File: src/ryc_pkg.sv
// ----------------------------------------------------------------------------
// ryc_pkg
// Shared constants for the RGB / BT.601 YPbPr converter: weights in
// millionths, register codes, reset values and fixed datapath widths.
// ----------------------------------------------------------------------------
package ryc_pkg;

  localparam int FRAC_BITS_DEF = 16;

  // coefficient width, signed, holds every weight in millionths
  localparam int CW = 22;

  // forward magnitude |sum| stays below 2^36 for 16-bit samples
  localparam int SMW = 36;

  // divisor width: 2 * 10^6 * 65535 < 2^38
  localparam int DW = 38;

  localparam int unsigned MILLION = 1000000;

  localparam logic [1:0] CFG_DIRECTION = 2'd0;
  localparam logic [1:0] CFG_MAX_VALUE = 2'd1;

  localparam logic [15:0]   MAX_VALUE_RST = 16'd255;
  localparam logic [DW-1:0] DEN_FWD_RST   = DW'(64'd510000000);

  // [channel][sample]: rows Y, Pb, Pr; columns R, G, B
  localparam logic signed [CW-1:0] FWD_COEF [3][3] = '{
    '{ 22'sd299000,  22'sd587000,  22'sd114000},
    '{-22'sd168736, -22'sd331264,  22'sd500000},
    '{ 22'sd500000, -22'sd418688, -22'sd81312}
  };

  // [channel][operand]: rows R, G, B; columns Y, Pb, Pr
  localparam logic signed [CW-1:0] INV_COEF [3][3] = '{
    '{22'sd1000000,  22'sd0,       22'sd1402000},
    '{22'sd1000000, -22'sd344136, -22'sd714136},
    '{22'sd1000000,  22'sd1772000, 22'sd0}
  };

endpackage

File: src/ryc_scale.sv
// ----------------------------------------------------------------------------
// ryc_scale
// Two-stage numerator build. Forward: 2*|S|*2^F + d over 2d. Inverse: the
// clamped channel times max_value in two partial products, plus half scale,
// shifted down by the fraction bits, over 10^6.
// ----------------------------------------------------------------------------
module ryc_scale
  import ryc_pkg::*;
#(
  parameter int FRAC_BITS = FRAC_BITS_DEF
) (
  input  logic                   clk,
  input  logic                   rst,
  input  logic                   in_valid,
  output logic                   in_ready,
  input  logic                   in_dir,
  input  logic                   in_neg [3],
  input  logic [((FRAC_BITS+20 > SMW) ? FRAC_BITS+20 : SMW)-1:0] in_val [3],
  input  logic [15:0]            max_value,
  input  logic [DW-1:0]          den_fwd,
  output logic                   out_valid,
  input  logic                   out_ready,
  output logic                   out_dir,
  output logic                   out_neg [3],
  output logic [FRAC_BITS+37:0]  out_num [3],
  output logic [DW-1:0]          out_den
);

  localparam int CV  = FRAC_BITS + 20;
  localparam int CLO = CV / 2;
  localparam int CHI = CV - CLO;
  localparam int NW  = FRAC_BITS + 38;
  localparam int XW  = FRAC_BITS + 37;
  localparam logic [XW-1:0] HALF_FULL = XW'(64'd1000000 << (FRAC_BITS - 1));

  logic [1:0] vld;
  logic       en0, en1;

  logic [NW-1:0]     nfa [3];
  logic [CLO+15:0]   plo [3];
  logic [CHI+15:0]   phi [3];
  logic              dira;
  logic              nega [3];

  logic [NW-1:0]     numb [3];
  logic [DW-1:0]     denb;
  logic              dirb;
  logic              negb [3];

  assign en1      = !vld[1] || out_ready;
  assign en0      = !vld[0] || en1;
  assign in_ready = en0;

  always_ff @(posedge clk) begin
    if (rst) begin
      vld <= '0;
    end else begin
      if (en0) vld[0] <= in_valid;
      if (en1) vld[1] <= vld[0];
    end
  end

  always_ff @(posedge clk) begin
    if (en0) begin
      for (int c = 0; c < 3; c++) begin
        nfa[c] <= (NW'(in_val[c][SMW-1:0]) << (FRAC_BITS + 1)) + NW'(den_fwd >> 1);
        plo[c] <= (CLO+16)'(in_val[c][CLO-1:0]) * (CLO+16)'(max_value);
        phi[c] <= (CHI+16)'(in_val[c][CV-1:CLO]) * (CHI+16)'(max_value);
      end
      dira <= in_dir;
      nega <= in_neg;
    end
    if (en1) begin
      for (int c = 0; c < 3; c++) begin
        if (dira) begin
          numb[c] <= NW'(((XW'(phi[c]) << CLO) + XW'(plo[c]) + HALF_FULL) >> FRAC_BITS);
        end else begin
          numb[c] <= nfa[c];
        end
      end
      denb <= dira ? DW'(MILLION) : den_fwd;
      dirb <= dira;
      negb <= nega;
    end
  end

  assign out_valid = vld[1];
  assign out_dir   = dirb;
  assign out_neg   = negb;
  assign out_num   = numb;
  assign out_den   = denb;

endmodule

File: config.mk
export PLATFORM = sky130hd
export DESIGN_NAME = ryc_scale
export DESIGN_NICKNAME = d
export VERILOG_FILES = /design/src/ryc_pkg.sv /design/src/ryc_scale.sv
export SDC_FILE = /design/constraint.sdc
export NUM_CORES = 2
export LEC_CHECK = 0
export ABC_CLOCK_PERIOD_IN_PS = 15800
export BUFFER_PORTS_ARGS = -buffer_cell sky130_fd_sc_hd__buf_2
export CAP_MARGIN = 40
export CORE_UTILIZATION = 40
export DETAILED_ROUTE_END_ITERATION = 8
export PLACE_DENSITY = 0.56
export SYNTH_ARGS = -nofsm -noshare
export SYNTH_HDL_FRONTEND = slang
export SYNTH_SLANG_ARGS = --single-unit
File: constraint.sdc
create_clock -name clk -period 15.8 [get_ports clk]
set_clock_uncertainty 0.15 [all_clocks]
set_input_delay 4.74 -clock clk [delete_from_list [all_inputs] [get_ports clk]]
set_output_delay 4.74 -clock clk [all_outputs]
set_load 0.02 [all_outputs]
==> results.sh <==
export IMPL_average_wire_per_standard_cell_um=21.6
export IMPL_number_of_hold_violations_in_the_final_report=0
export IMPL_clk_pin_slew_worst_paths_ns=0.06
export IMPL_synth_nets=10600
export IMPL_worst_slew_pin_transition_ns=1.04
export IMPL_arrival_ns=12.17
export IMPL_finalCritPeriodShare=0.750
export IMPL_finalNonFillerCells=11100
export IMPL_dp_cells=11000
export IMPL_design_portCount=376
export IMPL_synthesis_area_sq_um=79900
export IMPL_synth_mux_area_frac=0.00182
export IMPL_worstSetupEndpointType="flip-flop"
export IMPL_synth_simple_area_share=0.160
export IMPL_die_area_sq_um=201000
export IMPL_cts_setup_buffers=0
export IMPL_path_class="in2reg"
export IMPL_synthCells=8329
export IMPL_clock_insertion_delay_worst_skew_ns=0.72
export IMPL_post_dp_cell_area_sq_um=84100
export IMPL_met3RoutedLength_um=14900
export IMPL_synthDominantAreaCellType="sky130_fd_sc_hd__fa_1"
export IMPL_layout_area_overhead_vs_synth_pct=7.88
export IMPL_outcome="finished, final reports clean"
export IMPL_synth_compound_gate_area_share=0.0652
export IMPL_io_buffers=375
export IMPL_vias_per_cell=5.20
export IMPL_final_nets=10700
export IMPL_antenna_violations_before_repair=35
export IMPL_grt_pass1_wl_um=369000
export IMPL_track_usage=0.239
export IMPL_post_route_cells_drive_above_1_share=0.0694
export IMPL_max_freq_mhz=84.3
export IMPL_required_ns=16.11
export IMPL_element_type_at_the_critical_path_start="input port"
export IMPL_clock_sink_count=494
export IMPL_first_pass_iters=5
export IMPL_yosys_cell_types_count=88
export IMPL_max_cap_violations=0
export IMPL_drt_drc_violations_left=0
export IMPL_layout_min_cycle_time_ns=11.86
export IMPL_report_final_slew_viol_count=0
export IMPL_yosys_top_cells_count="sky130_fd_sc_hd__inv_1, sky130_fd_sc_hd__fa_1, sky130_fd_sc_hd__nand2_1, sky130_fd_sc_hd__and2_1, sky130_fd_sc_hd__ha_1"
export IMPL_grt_pass1_vias=61200
export IMPL_maximum_number_of_buffers_from_clock_root_to_sink=3
export IMPL_hold_ws_ns=0.270
export IMPL_worst_hold_path_class="reg2reg"
export IMPL_root_buffer="sky130_fd_sc_hd__clkbuf_16"
export IMPL_yosysMostFrequentCell="sky130_fd_sc_hd__inv_1"
export IMPL_grt_overflow_total=0
export IMPL_worst_rel_slew_slack=0.304
export IMPL_netlist_top_cells_area="sky130_fd_sc_hd__fa_1, sky130_fd_sc_hd__edfxtp_1, sky130_fd_sc_hd__ha_1, sky130_fd_sc_hd__inv_1, sky130_fd_sc_hd__and2_1"
export IMPL_vertical_extent_of_the_die_um=449
export IMPL_die_width_um=449
export IMPL_yosys_warns=0
export IMPL_design_core_area_sq_um=198000
export IMPL_dr_max_layer_used="met5"
export IMPL_async_flop_share=0
export IMPL_synthFlopType="sky130_fd_sc_hd__edfxtp_1"
export IMPL_final_setup_violation_count=0
export IMPL_total_wirelength_um=240000
export IMPL_detail_route_antenna_nets=0
export IMPL_routed_wl_met2_um=111000
export IMPL_place_hpwl_um=183000
export IMPL_synthDominantCellAreaShare=0.335
export IMPL_cts_inserted_buffers=61
export IMPL_start_util=0.404
export IMPL_detailroute_via_count=57900
export IMPL_rsz_0062_raised_after_global_routing="no"
export IMPL_synth_seq_area_share=0.186
export IMPL_holdBufCountCts=0
export IMPL_finalInstanceArea_sq_um=86100
export IMPL_cts_htree_levels=2
export IMPL_drt_iter0_drc=3936
export IMPL_number_of_flops_mapped_to_enable_cells_by_yosys=492
export IMPL_yosys_area_share_adder=0.458
export IMPL_synth_ff_latch_count=494
export IMPL_yosys_area_share_xor_xnor=0.0344
export IMPL_wl_met1_um=104000
export IMPL_grt_max_degree=109
export IMPL_tritoncts="yes"
export IMPL_synth_top_family_by_area="adder cells"
export IMPL_syn_area_per_cell_sq_um=9.59
export IMPL_routabilityCongestion=0.894
export IMPL_count_of_standard_cell_rows=163
export IMPL_fin_tns_setup_ns=0
export IMPL_path_max_fanout=65
export IMPL_cts_resized=0
layout make-up:
cell class,count,area (sq um)
fillers,19200,112000
multi-input cells,5819,57500
flip-flops and latches,494,14800
inverters,1605,6030
well taps,2640,3300
repair buffers,437,2470
clock buffers,70,1560
clock inverters,44,428
diodes,22,55.1
stage by stage:
stage	setup slack (ns)	util
after global routing	3.75	0.435
after global placement	3.42	0.424
final	3.94	0.435
after detailed placement	3.41	0.425
after floorplan	2.66	-
after CTS	4.18	0.435
critical path: stages:
cell                       delay (ns)
sky130_fd_sc_hd__buf_4           0.55
sky130_fd_sc_hd__buf_4           0.81
sky130_fd_sc_hd__nand2_1         0.18
sky130_fd_sc_hd__fa_1            0.54
sky130_fd_sc_hd__fa_1            0.52
sky130_fd_sc_hd__fa_1            0.52
sky130_fd_sc_hd__inv_1           0.05
sky130_fd_sc_hd__fa_1            0.48
sky130_fd_sc_hd__fa_1            0.48
sky130_fd_sc_hd__inv_1           0.05
sky130_fd_sc_hd__fa_1            0.47
sky130_fd_sc_hd__inv_1           0.04
sky130_fd_sc_hd__ha_1            0.35
sky130_fd_sc_hd__and2_1          0.18
sky130_fd_sc_hd__o21ai_0         0.13
sky130_fd_sc_hd__a21boi_0        0.12
sky130_fd_sc_hd__a311oi_1        0.53
sky130_fd_sc_hd__o21ai_1         0.26
sky130_fd_sc_hd__a221o_1         0.39
sky130_fd_sc_hd__a21oi_1         0.24
sky130_fd_sc_hd__o21ai_0         0.13
sky130_fd_sc_hd__a21oi_1         0.20
sky130_fd_sc_hd__xnor2_1         0.08
cell usage in the layout, fill, tap and decap left out, types with 20 or more instances in the layout:
master and instances:
sky130_fd_sc_hd__ha_1 786, sky130_fd_sc_hd__inv_1 1603, sky130_fd_sc_hd__nand3_1 91, sky130_fd_sc_hd__xnor2_1 214, sky130_fd_sc_hd__fa_1 1335, sky130_fd_sc_hd__a21oi_1 258
sky130_fd_sc_hd__clkbuf_16 61, sky130_fd_sc_hd__a31oi_1 21, sky130_fd_sc_hd__nand2_1 1105, sky130_fd_sc_hd__o21ai_0 128, sky130_fd_sc_hd__a2111oi_0 21, sky130_fd_sc_hd__a21o_1 135
sky130_fd_sc_hd__edfxtp_1 492, sky130_fd_sc_hd__nor2b_1 126, sky130_fd_sc_hd__nand4_1 37, sky130_fd_sc_hd__o21bai_1 43, sky130_fd_sc_hd__a211oi_1 20, sky130_fd_sc_hd__buf_2 360
sky130_fd_sc_hd__diode_2 22, sky130_fd_sc_hd__and3_1 42, sky130_fd_sc_hd__nand2b_1 30, sky130_fd_sc_hd__and2_1 814, sky130_fd_sc_hd__nor2_1 188, sky130_fd_sc_hd__xor2_1 100
sky130_fd_sc_hd__nor3_1 64, sky130_fd_sc_hd__buf_4 71
cell families after synthesis:
group / count (synthesis)
flip-flops: 494
buffers and inverters: 2016
XOR/XNOR: 314
AO/OA/AOI/OAI: 791
adder cells (fa/ha/maj): 2121
multiplexers: 13
AND/OR/NAND/NOR: 2580
routing by layer:
| metal | track usage | vias up |
|---|---|---|
| li1 | - | 26100 |
| met1 | 0.318 | 29700 |
| met2 | 0.391 | 1766 |
| met3 | 0.0377 | 328 |
| met4 | 0.0930 | 6 |
| met5 | 0 | - |
flip-flops by register name, indices dropped and copies added, names as in the netlist:
name and flops:
out_num 162, nfa 128, phi 102, plo 54, out_den 38, nega 3
out_neg 3, vld 2, dira 1, out_dir 1
path summary, 6_finish.rpt:
| kind | start | end | slack, ns | cells past startpoint |
|---|---|---|---|---|
| hold reg to reg | nega[0]$_DFFE_PP_ | out_neg[0]$_DFFE_PP_ | 0.27 | 0 |
| hold / removal | nega[0]$_DFFE_PP_ | out_neg[0]$_DFFE_PP_ | 0.27 | 0 |
| setup reg to reg | plo[0][87]$_DFFE_PP_ | out_num[23]$_DFFE_PP_ | 10.91 | 13 |
| setup / recovery | max_value[1] | phi[0][27]$_DFFE_PP_ | 3.94 | 23 |
Power is not shown: default switching activity piles up to over one toggle a cycle in this logic, so the estimate is an artifact.
